===== src/rtl/olt_pkg.sv =====
`default_nettype none
// ----------------------------------------------------------------------------
// olt_pkg: shared types for the ordered list table engine
// Operation and status codes, sequencer states and the result beat layout.
// ----------------------------------------------------------------------------
package olt_pkg;

	// Field widths fixed by the item layout
	localparam int unsigned ModeW  = 3;
	localparam int unsigned PosW   = 4;
	localparam int unsigned DataW  = 32;
	localparam int unsigned StatW  = 2;
	localparam int unsigned CountW = 5;

	// Operation codes carried by the mode field
	typedef enum logic [ModeW-1:0] {
		MODE_APPEND     = 3'd0,
		MODE_REMOVE_AT  = 3'd1,
		MODE_READ       = 3'd2,
		MODE_FIND       = 3'd3,
		MODE_CLEAR      = 3'd4,
		MODE_REMOVE_ALL = 3'd5
	} mode_t;

	// Result status codes
	typedef enum logic [StatW-1:0] {
		STAT_OK        = 2'd0,
		STAT_RANGE     = 2'd1,
		STAT_FULL      = 2'd2,
		STAT_NOT_FOUND = 2'd3
	} status_t;

	// Sequencer states
	typedef enum logic {
		ST_IDLE,
		ST_WALK
	} state_t;

	// One result beat as produced by the sequencer
	typedef struct packed {
		logic                vld;
		status_t             status;
		logic [DataW-1:0]    rdata;
		logic [PosW-1:0]     found;
		logic [CountW-1:0]   count;
		logic                empty;
	} res_t;

endpackage
`default_nettype wire


===== src/rtl/ordered_list_table_engine_top.sv =====
`default_nettype none
// Latency: append, clear, unused codes and rejected operations give their result
//   beat in the cycle after the command beat and never raise busy.
// Read, find, remove-at and remove-all raise busy and walk the entry RAM
//   one entry a cycle through the RAM read port, then drain the read stage;
//   the result beat appears in the same cycle that busy drops and is never held.
// Reset empties the list at once; the entry RAM needs no clearing pass.
// ----------------------------------------------------------------------------
// ordered_list_table_engine_top: bounded ordered list of signed words
// Entry RAM, list sequencer and the registered result port.
// ----------------------------------------------------------------------------
module ordered_list_table_engine_top #(
	parameter int unsigned CAPACITY = 16
) (
	input  wire logic                               clk,
	input  wire logic                               arst_n,
	input  wire logic                               start,
	output logic                                    busy,
	input  wire logic [olt_pkg::ModeW-1:0]          mode,
	input  wire logic [olt_pkg::PosW-1:0]           position,
	input  wire logic signed [olt_pkg::DataW-1:0]   value,
	output logic                                    done,
	output logic [olt_pkg::StatW-1:0]               status,
	output logic signed [olt_pkg::DataW-1:0]        read_value,
	output logic [olt_pkg::PosW-1:0]                found_position,
	output logic [olt_pkg::CountW-1:0]              count,
	output logic                                    is_empty
);

	import olt_pkg::*;

	localparam int unsigned AW = $clog2(CAPACITY);

	logic               wr_en, rd_en;
	logic [AW-1:0]      wr_addr, rd_addr;
	logic [DataW-1:0]   wr_data, rd_data;
	res_t               res;
	logic               done_q;
	res_t               res_q;

	// entry storage
	olt_ram #(
		.WIDTH (DataW),
		.DEPTH (CAPACITY)
	) u_ram (
		.clk     (clk),
		.wr_en   (wr_en),
		.wr_addr (wr_addr),
		.wr_data (wr_data),
		.rd_en   (rd_en),
		.rd_addr (rd_addr),
		.rd_data (rd_data)
	);

	// sequencer and compare unit
	olt_seq #(
		.CAPACITY (CAPACITY)
	) u_seq (
		.clk      (clk),
		.arst_n   (arst_n),
		.start    (start),
		.busy     (busy),
		.mode     (mode),
		.position (position),
		.value    (value),
		.wr_en    (wr_en),
		.wr_addr  (wr_addr),
		.wr_data  (wr_data),
		.rd_en    (rd_en),
		.rd_addr  (rd_addr),
		.rd_data  (rd_data),
		.res      (res)
	);

	// result beat register
	always_ff @(posedge clk or negedge arst_n) begin
		if (!arst_n) begin
			done_q <= 1'b0;
		end else begin
			done_q <= res.vld;
		end
	end

	always_ff @(posedge clk) begin
		if (res.vld) begin
			res_q <= res;
		end
	end

	assign done           = done_q;
	assign status         = res_q.status;
	assign read_value     = res_q.rdata;
	assign found_position = res_q.found;
	assign count          = res_q.count;
	assign is_empty       = res_q.empty;

endmodule
`default_nettype wire


===== src/rtl/olt_ram.sv =====
`default_nettype none
// ----------------------------------------------------------------------------
// olt_ram: generic single-write, single-read RAM
// One write port and one read port, read data registered.
// ----------------------------------------------------------------------------
module olt_ram #(
	parameter int unsigned WIDTH = 32,
	parameter int unsigned DEPTH = 16
) (
	input  wire logic                       clk,
	input  wire logic                       wr_en,
	input  wire logic [$clog2(DEPTH)-1:0]   wr_addr,
	input  wire logic [WIDTH-1:0]           wr_data,
	input  wire logic                       rd_en,
	input  wire logic [$clog2(DEPTH)-1:0]   rd_addr,
	output logic      [WIDTH-1:0]           rd_data
);

	logic [WIDTH-1:0] mem_q [DEPTH];

	// write port
	always_ff @(posedge clk) begin
		if (wr_en) begin
			mem_q[wr_addr] <= wr_data;
		end
	end

	// registered read port
	always_ff @(posedge clk) begin
		if (rd_en) begin
			rd_data <= mem_q[rd_addr];
		end
	end

endmodule
`default_nettype wire


===== src/rtl/olt_seq.sv =====
`default_nettype none
// ----------------------------------------------------------------------------
// olt_seq: list sequencer and shared compare unit
// Keeps the fill count, decodes operations and walks the entry RAM one
// entry a cycle for read, find, remove-at and remove-all compaction.
// ----------------------------------------------------------------------------
module olt_seq #(
	parameter int unsigned CAPACITY = 16
) (
	input  wire logic                           clk,
	input  wire logic                           arst_n,
	// command side
	input  wire logic                           start,
	output logic                                busy,
	input  wire logic [olt_pkg::ModeW-1:0]      mode,
	input  wire logic [olt_pkg::PosW-1:0]       position,
	input  wire logic [olt_pkg::DataW-1:0]      value,
	// entry RAM
	output logic                                wr_en,
	output logic [$clog2(CAPACITY)-1:0]         wr_addr,
	output logic [olt_pkg::DataW-1:0]           wr_data,
	output logic                                rd_en,
	output logic [$clog2(CAPACITY)-1:0]         rd_addr,
	input  wire logic [olt_pkg::DataW-1:0]      rd_data,
	// result beat
	output olt_pkg::res_t                       res
);

	import olt_pkg::*;

	localparam int unsigned AW = $clog2(CAPACITY);
	localparam int unsigned CW = $clog2(CAPACITY + 1);
	localparam int unsigned PW = (CW > PosW) ? CW : PosW;

	state_t             state_q, state_d;
	mode_t              op_q;
	mode_t              mode_in;
	logic [DataW-1:0]   val_q;
	logic [PosW-1:0]    pos_q;
	logic [CW-1:0]      count_q, count_d;
	logic [CW-1:0]      r_q, w_q, end_q;
	logic [CW-1:0]      r_init, end_init;
	logic               vld_s1;
	logic [CW-1:0]      idx_s1;
	logic [DataW-1:0]   rd_q;

	logic               accept, walk_go;
	logic               in_range, full;
	logic               issue, hit, keep, walk_done;

	assign mode_in  = mode_t'(mode);
	assign accept   = start && (state_q == ST_IDLE);
	assign busy     = (state_q != ST_IDLE);
	assign in_range = PW'(position) < PW'(count_q);
	assign full     = (count_q == CW'(CAPACITY));

	// shared compare unit on the data coming back from the RAM
	assign hit  = vld_s1 && (op_q == MODE_FIND) && (rd_data == val_q);
	assign keep = vld_s1 &&
		(((op_q == MODE_REMOVE_AT) && (PW'(idx_s1) != PW'(pos_q))) ||
		 ((op_q == MODE_REMOVE_ALL) && (rd_data != val_q)));

	// read pointer runs ahead of the data stage by one
	assign issue     = (state_q == ST_WALK) && (r_q < end_q) && !hit;
	assign walk_done = (state_q == ST_WALK) && (hit || ((r_q >= end_q) && !vld_s1));

	assign rd_en   = issue;
	assign rd_addr = r_q[AW-1:0];

	// state register
	always_ff @(posedge clk or negedge arst_n) begin
		if (!arst_n) begin
			state_q <= ST_IDLE;
		end else begin
			state_q <= state_d;
		end
	end

	// next state, RAM writes and result
	always_comb begin
		state_d  = state_q;
		count_d  = count_q;
		walk_go  = 1'b0;
		r_init   = '0;
		end_init = count_q;
		wr_en    = 1'b0;
		wr_addr  = w_q[AW-1:0];
		wr_data  = rd_data;
		res      = '0;

		unique case (state_q)
			ST_IDLE: begin
				if (accept) begin
					res.vld    = 1'b1;
					res.status = STAT_OK;
					unique case (mode_in)
						MODE_APPEND: begin
							if (full) begin
								res.status = STAT_FULL;
							end else begin
								wr_en   = 1'b1;
								wr_addr = count_q[AW-1:0];
								wr_data = value;
								count_d = count_q + CW'(1);
							end
						end
						MODE_REMOVE_AT: begin
							if (!in_range) begin
								res.status = STAT_RANGE;
							end else begin
								res.vld = 1'b0;
								walk_go = 1'b1;
								r_init  = CW'(position);
							end
						end
						MODE_READ: begin
							if (!in_range) begin
								res.status = STAT_RANGE;
							end else begin
								res.vld  = 1'b0;
								walk_go  = 1'b1;
								r_init   = CW'(position);
								end_init = CW'(position) + CW'(1);
							end
						end
						MODE_FIND, MODE_REMOVE_ALL: begin
							res.vld = 1'b0;
							walk_go = 1'b1;
						end
						MODE_CLEAR: begin
							count_d = '0;
						end
						default: begin
						end
					endcase
					if (walk_go) begin
						state_d = ST_WALK;
					end
				end
			end
			ST_WALK: begin
				// compaction write of a surviving entry
				if (keep) begin
					wr_en = 1'b1;
				end
				if (walk_done) begin
					state_d    = ST_IDLE;
					res.vld    = 1'b1;
					res.status = STAT_OK;
					case (op_q)
						MODE_READ: begin
							res.rdata = rd_q;
						end
						MODE_FIND: begin
							if (hit) begin
								res.found = PosW'(idx_s1);
							end else begin
								res.status = STAT_NOT_FOUND;
							end
						end
						default: begin
							count_d = w_q;
						end
					endcase
				end
			end
			default: begin
				state_d = ST_IDLE;
			end
		endcase

		res.count = CountW'(count_d);
		res.empty = (count_d == '0);
	end

	// fill count and data stage valid
	always_ff @(posedge clk or negedge arst_n) begin
		if (!arst_n) begin
			count_q <= '0;
			vld_s1  <= 1'b0;
		end else begin
			count_q <= count_d;
			vld_s1  <= issue;
		end
	end

	// walk pointers and operation registers
	always_ff @(posedge clk) begin
		if (accept) begin
			op_q  <= mode_in;
			val_q <= value;
			pos_q <= position;
			r_q   <= r_init;
			w_q   <= r_init;
			end_q <= end_init;
		end else begin
			if (issue) begin
				r_q <= r_q + CW'(1);
			end
			if (keep) begin
				w_q <= w_q + CW'(1);
			end
		end
		idx_s1 <= r_q;
		if (vld_s1 && (op_q == MODE_READ)) begin
			rd_q <= rd_data;
		end
	end

endmodule
`default_nettype wire

===== config.mk =====
export PLATFORM = sky130hd
export DESIGN_NAME = ordered_list_table_engine_top
export DESIGN_NICKNAME = d
export VERILOG_FILES = /design/src/rtl/olt_pkg.sv /design/src/rtl/ordered_list_table_engine_top.sv /design/src/rtl/olt_ram.sv /design/src/rtl/olt_seq.sv
export SDC_FILE = /design/constraint.sdc
export NUM_CORES = 1
export LEC_CHECK = 0
export BUFFER_PORTS_ARGS = -buffer_cell sky130_fd_sc_hd__buf_2
export CAP_MARGIN = 5
export CORE_UTILIZATION = 60
export CTS_CLUSTER_DIAMETER = 150
export CTS_CLUSTER_SIZE = 40
export DETAILED_ROUTE_END_ITERATION = 6
export HOLD_SLACK_MARGIN = 0.1
export PLACE_DENSITY = 0.85
export SLEW_MARGIN = 20
export SYNTH_ARGS = -nofsm -noshare
export SYNTH_HDL_FRONTEND = slang
export SYNTH_SLANG_ARGS = --single-unit

===== constraint.sdc =====
create_clock -name clk -period 7.25 [get_ports clk]
set_input_delay 1.8125 -clock clk [delete_from_list [all_inputs] [get_ports clk]]
set_output_delay 1.8125 -clock clk [all_outputs]
set_load 0.1 [all_outputs]

==> flow_metrics.env, run 1 <==
export IMPL_outcome="finished, final reports clean"
export IMPL_cp_max_fo=32
export IMPL_core_um2=43460
export IMPL_post_synth_mux_area_share=0.1508
export IMPL_place_ws_ns=2.715
export IMPL_floorplan_initialDensity=0.6126
export IMPL_rr_worst_depth=7
export IMPL_multiInputGateArea_um2=5831
export IMPL_fin_util=0.6545
export IMPL_layout_setup_ws_ns=3.281
export IMPL_avgSynthCellArea_um2=22.22
export IMPL_cts_sinks=687
export IMPL_clock_path_buffers=3
export IMPL_cts_clk_slew_worst_paths_ns=0.14
export IMPL_synth_cell_type_count=54
export IMPL_finalHoldViolations=0
export IMPL_cts_tree="built"
export IMPL_post_synth_top_area_fraction=0.7602
export IMPL_placed_area_um2=27850
export IMPL_p_total_mw=11.30
export IMPL_fin_hold_ws_ns=0.4771
export IMPL_die_y_um=212.6
export IMPL_ys_seq_area_frac=0.7715
export IMPL_async_flop_share=0.01164
export IMPL_numCtsBuffers=21
export IMPL_ys_top_cells_by_count="edfxtp_1 (674), mux4_2 (160), xor2_1 (38)"
export IMPL_gp_congestion=0.8967
export IMPL_route_detailed_drc=0
export IMPL_tightest_slew_ns=0.9813
export IMPL_skew_ns=0.04718
export IMPL_ff2ff_setup_slack_ns=3.54
export IMPL_cts_resized_gates=0
export IMPL_worstSkewPairLatency_ns=0.59
export IMPL_design_area_um2=28440
export IMPL_finalSetupViolCount=0
export IMPL_fin_crit_sh=0.5475
export IMPL_fmax_ghz=0.2519
export IMPL_synthSimpleGateAreaFrac=0.03017
export IMPL_max_vdd_ir_drop_mv=0.3358
export IMPL_synth_top_family_by_area="multiplexers"
export IMPL_ff_latch_area_um2=20540
export IMPL_synth_ff_type="edfxtp_1"
export IMPL_arrival_ns=4.21
export IMPL_hold_buffers=0
export IMPL_via_per_inst=6.630
export IMPL_grt_first_pass_wirelength_um=80280
export IMPL_area_growth_pct=6.829
export IMPL_final_nets=1344
export IMPL_ys_warnings_count=0
export IMPL_ioPinCount=88
export IMPL_synthXorXnorAreaFrac=0.01480
export IMPL_vias=12470
export IMPL_worstSetupPathType="in -> reg"
export IMPL_synthAdderAreaFrac=0.006110
export IMPL_antenna_found_initial=1
export IMPL_diodes=0
export IMPL_worst_endpoint_required_ns=7.49
export IMPL_synth_area_leaders="edfxtp_1 (76%), mux4_2 (14%), mux2_2 (1.4%), xor2_1 (1.3%), and2_1 (0.78%)"
export IMPL_netlist_area_um2=26620
export IMPL_synthCells=1198
export IMPL_stdcell_count=1880
export IMPL_wl_per_cell_um=29.03
export IMPL_fillCellCount=2678
export IMPL_critPathCaptureType="flop"
export IMPL_crit_path_start="mode[2]"
export IMPL_p_per_area_nw_per_um2=397.2
export IMPL_ys_ff_latch=687
export IMPL_slew_violations=0
export IMPL_start_kind="input port"
export IMPL_dieArea_um2=45220
export IMPL_firstDrtPassIters=5
export IMPL_drv_cap=0
export IMPL_io_buffer_count=87
export IMPL_layout_drive_gt1_share=0.2819
export IMPL_yosysTopAreaCell="edfxtp_1"
export IMPL_syn_nets=1253
export IMPL_ant_nets=0
export IMPL_worstReg2RegStart="u_ram.rd_data[5]"
export IMPL_globalRoute_totalOverflow=0
export IMPL_dp_cells=1851
export IMPL_grt_max_degree=108
export IMPL_yosysMostFrequentCell="edfxtp_1"
export IMPL_die_w_um=212.6
export IMPL_hp_class="reg -> reg"
export IMPL_drt_initial_drc_count=1441
export IMPL_routed_wl_um=54570
export IMPL_maxSlewHeadroom=0.3458
export IMPL_synth_edff_count=674
export IMPL_min_path_cells=0
export IMPL_fin_setup_tns_ns=0
export IMPL_period_needed_ns=3.969
export IMPL_cts_max_level=1
export IMPL_dpl_hpwl_um=33220
export IMPL_grt_use_total=0.2496
export IMPL_grt_pass1_vias=12490
export IMPL_p_leak_nw=8.967
export IMPL_num_rows=76
export IMPL_root_buffer="clkbuf_16"
export IMPL_rsz0062_at_grt="false"
export IMPL_post_cts_repair_setup_buffers=0
export IMPL_min_from="u_seq.r_q[4]"
export IMPL_synth_compound_area_frac=0.01344
## placed cells by master, fill, tap and decap left out, drive strengths merged, types with 7 or more instances in the layout
cell,count
a22o,8
a31oi,9
and2,33
buf,119
clkbuf,27
dfrtp,8
edfxtp,674
ha,13
inv,18
mux2,33
mux4,160
nand2,18
nand3,12
nor2,14
nor3,30
nor4,11
o21ai,9
xnor2,7
xor2,38
## power breakdown
part / internal (mW) / switching (mW) / total, mW
logic: 1.32 / 2.67 / 3.99
clock network: 0.554 / 1.05 / 1.61
registers: 5.42 / 0.284 / 5.70
total: 7.29 / 4.01 / 11.3
## kinds of logic after synthesis
logic type / after synthesis
flip-flops: 687
AND/OR/NAND/NOR: 140
multiplexers: 197
XOR/XNOR: 45
AO/OA/AOI/OAI: 48
buffers and inverters: 68
adder cells (fa/ha/maj): 13
## routing by layer
metal,GRT usage,up-vias,part of all wire
li1,-,5113,-
met1,0.3492,6554,0.38
met2,0.4175,705,0.51
met3,0.03826,93,0.081
met4,0.06475,0,0.026
met5,0,-,0
## critical path, cell delays in order
cell and delay [ns]:
buf_2 0.15, nor2_1 0.26, nand4_1 0.59, nor3_1 0.39, a31oi_1 0.20, nor3_2 0.24, buf_4 0.51
## flip-flops by register name (all words and copies together) (netlist names)
signal	flops
u_ram.mem_q	512
read_value	32
u_ram.rd_data	32
u_seq.rd_q	32
u_seq.val_q	32
count	5
u_seq.count_q	5
u_seq.end_q	5
u_seq.idx_s1	5
u_seq.r_q	5
u_seq.w_q	5
found_position	4
u_seq.pos_q	4
u_seq.op_q	3
status	2
done	1
is_empty	1
u_seq.busy	1
u_seq.vld_s1	1
## layout make-up
cell class              instances  area share
clock inverters                 2    0.001364
repair buffers                119     0.02420
clock buffers                  27     0.01927
flip-flops and latches        687      0.7222
multi-input cells             443      0.2050
inverters                      17    0.002244
well taps                     585     0.02574
## final timing paths
path / endpoint
setup / recovery: u_ram.mem_q[15][9]
hold / removal: u_seq.idx_s1[4]
setup reg to reg: u_ram.mem_q[10][25]
hold reg to reg: u_seq.idx_s1[4]
max in group asynchronous: u_seq.count_q[0]
min in group asynchronous: u_seq.vld_s1
Note: power is estimated with default switching activity, not from simulation.
==> run 2: changes to the inputs <==
Clock period 7.25 ns to 3.7 ns, I/O delays scaled along.
==> flow_metrics.env, run 2 (synthesis results as in run 1) <==
export IMPL_outcome="finished, final reports clean"
export IMPL_mostFrequentLayoutCell="edfxtp_1"
export IMPL_maxSlewHeadroom=0.2035
export IMPL_slew_violations=0
export IMPL_cts_sinks=687
export IMPL_ioPinCount=88
export IMPL_fin_crit_sh=0.8940
export IMPL_gp_congestion=0.8534
export IMPL_root_buffer="clkbuf_16"
export IMPL_die_w_um=212.6
export IMPL_met2_usage=0.4331
export IMPL_cts_clk_slew_worst_paths_ns=0.15
export IMPL_grt_use_total=0.2575
export IMPL_design_area_um2=28860
export IMPL_post_cts_repair_setup_buffers=0
export IMPL_route_detailed_drc=0
export IMPL_worstSetupPathType="reg -> reg"
export IMPL_stdcell_count=1887
export IMPL_die_y_um=212.6
export IMPL_place_ws_ns=0.3637
export IMPL_worstSkewPairLatency_ns=0.60
export IMPL_use_met3=0.02688
export IMPL_drt_initial_drc_count=1800
export IMPL_critPathCaptureType="flop"
export IMPL_wl_per_cell_um=29.84
export IMPL_finalSetupViolCount=0
export IMPL_largest_register="u_ram.mem_q"
export IMPL_met1_usage=0.3584
export IMPL_cp_slowest_cell="nor4b_4"
export IMPL_clock_path_buffers=3
export IMPL_firstDrtPassIters=5
export IMPL_arrival_ns=3.55
export IMPL_globalRoute_totalOverflow=0
export IMPL_p_leak_nw=9.201
export IMPL_p_total_mw=22.34
export IMPL_grt_first_pass_wirelength_um=82590
export IMPL_hp_class="in -> async"
export IMPL_antenna_found_initial=1
export IMPL_area_growth_pct=8.394
export IMPL_cts_resized_gates=0
export IMPL_io_buffer_count=87
export IMPL_layout_drive_gt1_share=0.2873
export IMPL_vias=12440
export IMPL_worst_endpoint_required_ns=3.94
export IMPL_fmax_ghz=0.3023
export IMPL_final_nets=1350
export IMPL_start_kind="flop"
export IMPL_period_needed_ns=3.308
export IMPL_cp_max_fo=26
export IMPL_via_per_inst=6.590
export IMPL_skew_ns=0.05298
export IMPL_core_um2=43460
export IMPL_slowest_delay_ns=0.81
export IMPL_crit_chain="ha_1 > nor2b_1 > o31a_1 > o21ai_0 > nor4b_4 > buf_4"
export IMPL_dieArea_um2=45220
export IMPL_rsz0062_at_grt="false"
export IMPL_cp_top_family="simple AND/OR/NAND/NOR gates"
export IMPL_diodes=0
export IMPL_floorplan_initialDensity=0.6126
export IMPL_numCtsBuffers=21
export IMPL_dpl_hpwl_um=32960
export IMPL_grt_busiest_layer="met2"
export IMPL_drv_cap=0
export IMPL_layout_setup_ws_ns=0.3924
export IMPL_routed_wl_um=56310
export IMPL_cts_max_level=1
export IMPL_mostFrequentLayoutCells="edfxtp_1 (674), mux4_2 (160), buf_2 (87), xor2_1 (38)"
export IMPL_finalHoldViolations=0
export IMPL_max_vdd_ir_drop_mv=0.7307
export IMPL_dp_cells=1857
export IMPL_grt_max_degree=73
export IMPL_placed_area_um2=28260
export IMPL_fin_util=0.6641
export IMPL_hold_buffers=0
export IMPL_grt_pass1_vias=12610
export IMPL_ant_nets=0
export IMPL_tightest_slew_ns=1.189
export IMPL_cts_tree="built"
export IMPL_crit_buf_inv=1
export IMPL_largest_reg_flops=512
export IMPL_num_rows=76
export IMPL_p_per_area_nw_per_um2=774.2
## run 2: changes by cell type in the layout (fill, tap and decap cells not counted), moves of 13 or more
cell    delta
buf_12    +18
nor3_2    -16
nor3_4    +16
buf_4     -13
## run 2: routing by layer
layer,part of all wire,vias up
met2,0.51,653
met3,0.071,94
met5,0,-
met1,0.38,6562
li1,-,5126
met4,0.034,0
## run 2: path summary, 6_finish.rpt
check / start / to / slack (ns) / cells after the start
max: u_seq.r_q[1] / u_ram.rd_data[8] / 0.39 / 6
min: arst_n / u_seq.vld_s1 / 0.15 / 1
max reg2reg: u_seq.r_q[1] / u_ram.rd_data[8] / 0.39 / 6
min reg2reg: u_seq.r_q[4] / u_seq.idx_s1[4] / 0.47 / 0
max in group asynchronous: arst_n / u_seq.busy / 3.34 / 1
min in group clk: u_seq.r_q[4] / u_seq.idx_s1[4] / 0.47 / 0
## run 2: cell type report
cell class | instances | area (um^2)
Timing Repair Buffer | 125 | 962.2
Inverter | 17 | 67.56
Clock inverter | 2 | 38.79
Multi-Input combinational cell | 443 | 5962
Fill cell | 2622 | 14600
Clock buffer | 28 | 551.8
Sequential cell | 687 | 20540
Tap cell | 585 | 732.0
## run 2: stage by stage
step           hold slack (ns)  setup TNS, ns
6_report                0.1452              0
5_1_grt                 0.1424              0
4_1_cts                 0.1317              0
3_5_place_dp            0.4373              0
3_3_place_gp            0.4209              0
2_1_floorplan           0.3711         -10.07
## run 2: worst reg2reg max path, stage by stage, from the launching register on
cell and delay, ns:
edfxtp_1 0.53, ha_1 0.36, nor2b_1 0.15, o31a_1 0.27, o21ai_0 0.26, nor4b_4 0.81, buf_4 0.57
## run 2: report_power, final
group	leakage (nW)	total [mW]	switching, mW	internal [mW]
Combinational	2.65	7.99	5.33	2.67
Clock	0.283	3.18	2.09	1.09
Sequential	6.27	11.2	0.559	10.6
Total	9.20	22.3	7.97	14.4
==> run 3: changes to the inputs <==
Settings changed: CORE_UTILIZATION 60 to 56, PLACE_DENSITY 0.85 to 0.84.
Clock period 3.7 ns to 2.91 ns, I/O delays scaled along.
==> flow_metrics.env, run 3 (synthesis results as in run 1) <==
export IMPL_outcome="finished with violations"
export IMPL_violations="design-rule violations"
export IMPL_hp_class="in -> reg"
export IMPL_layout_drive_gt1_share=0.3336
export IMPL_vias=13000
export IMPL_period_needed_ns=2.800
export IMPL_crit_buf_inv=4
export IMPL_p_int_mw=18.63
export IMPL_rr_worst_depth=9
export IMPL_swShare=0.3648
export IMPL_cts_clk_slew_worst_paths_ns=0.14
export IMPL_hold_end="u_seq.val_q[9]"
export IMPL_min_from="value[9]"
export IMPL_cts_sinks=687
export IMPL_cts_tree="built"
export IMPL_dieArea_um2=48420
export IMPL_ioPinCount=88
export IMPL_fin_util=0.6365
export IMPL_arrival_ns=3.06
export IMPL_dpl_hpwl_um=39330
export IMPL_skew_ns=0.05610
export IMPL_drt_initial_drc_count=1799
export IMPL_final_nets=1409
export IMPL_fmax_ghz=0.3571
export IMPL_fillCellCount=2931
export IMPL_root_buffer="clkbuf_16"
export IMPL_mostFrequentLayoutCells="edfxtp_1 (674), mux4_2 (160), buf_2 (87), buf_4 (55), buf_12 (40)"
export IMPL_wl_per_cell_um=30.31
export IMPL_diodes=0
export IMPL_drv_cap=0
export IMPL_worstSetupPathType="reg -> reg"
export IMPL_finalHoldViolations=0
export IMPL_via_per_inst=6.603
export IMPL_multiInputGateArea_um2=6121
export IMPL_mostFrequentLayoutCell="edfxtp_1"
export IMPL_min_path_cells=1
export IMPL_fin_crit_sh=0.9623
export IMPL_ant_nets=0
export IMPL_antenna_found_initial=2
export IMPL_globalRoute_totalOverflow=0
export IMPL_ff2ff_setup_slack_ns=0.11
export IMPL_die_w_um=220.0
export IMPL_largest_reg_flops=512
export IMPL_grt_use_total=0.2553
export IMPL_worst_endpoint_required_ns=3.17
export IMPL_gp_congestion=0.8737
export IMPL_grt_first_pass_wirelength_um=87350
export IMPL_grt_max_degree=132
export IMPL_area_growth_pct=11.77
export IMPL_slowest_delay_ns=0.41
export IMPL_largest_register="u_ram.mem_q"
export IMPL_grt_pass1_vias=12810
export IMPL_floorplan_initialDensity=0.5694
export IMPL_crit_path_start="u_seq.count_q[0]"
export IMPL_cp_top_family="buffers and inverters"
export IMPL_routed_wl_um=59650
export IMPL_reg2reg_to="u_ram.mem_q[6][15]"
export IMPL_p_per_area_nw_per_um2=985.7
export IMPL_die_y_um=220.0
export IMPL_fin_setup_tns_ns=0
export IMPL_p_seq_frac=0.480
export IMPL_core_um2=46750
export IMPL_max_vdd_ir_drop_mv=0.6134
export IMPL_tightest_slew_ns=0.8506
export IMPL_crit_chain="inv_1 > ha_1 > nand4bb_4 > nand4_1 > buf_12 > buf_4 > a31oi_2 > nor3_4 > buf_12"
export IMPL_comb_power_share=0.382
export IMPL_route_detailed_drc=9
export IMPL_finalSetupViolCount=0
export IMPL_worstReg2RegStart="u_seq.count_q[0]"
export IMPL_cp_max_fo=19
export IMPL_slew_violations=0
export IMPL_critPathMostFrequentCell="buf_12"
export IMPL_pwr_share_clk=0.138
export IMPL_cts_max_level=1
export IMPL_clock_path_buffers=3
export IMPL_numCtsBuffers=21
export IMPL_critPathCaptureType="flop"
export IMPL_io_buffer_count=87
export IMPL_worstSkewPairLatency_ns=0.60
export IMPL_cp_slowest_cell="dfrtp_1"
export IMPL_netSwitchingPower_mw=10.70
export IMPL_firstDrtPassIters=7
export IMPL_maxSlewHeadroom=0.4330
export IMPL_ff_latch_area_um2=20540
export IMPL_start_kind="flop"
export IMPL_p_leak_nw=9.592
export IMPL_num_rows=79
-- run 3: cell types whose count changed in the layout (fill, tap and decap cells not counted), moves of 5 or more --
| cell | change |
|---|---|
| nor3_1 | -7 |
| a31oi_1 | -7 |
| nor3_2 | +5 |
| a31oi_2 | +5 |
| buf_4 | +37 |
| buf_12 | +21 |
-- run 3: routing by layer --
metal | GRT usage | routed length (um)
met5 | 0 | 0
met4 | 0.06805 | 1728
met3 | 0.05176 | 6661
met2 | 0.4099 | 28930
met1 | 0.3617 | 22330
-- run 3: cell type report --
class                           count  area share
Clock buffer                       29     0.01867
Clock inverter                      1    0.001009
Inverter                           17    0.002607
Multi-Input combinational cell    443      0.2057
Sequential cell                   687      0.6904
Tap cell                          607     0.02552
Timing Repair Buffer              184     0.05613
-- run 3: power groups by stage --
stage	combinational (mW)	sequential [mW]	clock [mW]
detailed placement	11.1	14.3	0
CTS	11.2	14.1	4.09
finish	11.2	14.1	4.05
floorplan	5.86	16.2	0
global placement	10.8	14.2	0
global route	11.7	14.2	4.39
-- run 3: worst register-to-register path: stages, from the launching register on --
cell and delay [ns]:
dfrtp_1 0.41, inv_1 0.11, ha_1 0.21, nand4bb_4 0.15, nand4_1 0.22, buf_12 0.21
buf_4 0.24, a31oi_2 0.28, nor3_4 0.39, buf_12 0.22
-- run 3: how the worst max path moves through the flow --
stage               slack, ns  cells after the start            endpoint
floorplan               -0.84                      5            count[0]
global placement        -0.07                      9      read_value[15]
detailed placement      -0.07                      9      read_value[11]
CTS                     0.006                      9  u_ram.mem_q[8][18]
global route            -0.02                     12  u_ram.mem_q[4][11]
finish                   0.11                      9  u_ram.mem_q[6][15]
-- run 3: metrics by stage --
stage	power [mW]	hold slack [ns]	cells	setup slack, ns	cell area, um^2
2_1_floorplan	22.05	0.3711	1198	-0.8408	27000
3_3_place_gp	25.00	0.4457	1933	-0.06646	29080
3_5_place_dp	25.41	0.4471	1933	-0.06566	29080
4_1_cts	29.35	0.2950	1964	0.006359	29680
6_report	29.33	0.3112	1968	0.1096	29760
5_1_grt	30.32	0.2946	1968	-0.01568	29760
-- run 3: repair_timing --
action / in CTS / in global routing
hold buffers: 1 / 0
pin swaps: 0 / 4
setup endpoints to repair: 512 / 558
endpoints found under the hold margin: 8 / 0
setup buffers: 0 / 4
gates resized for setup: 1 / 4
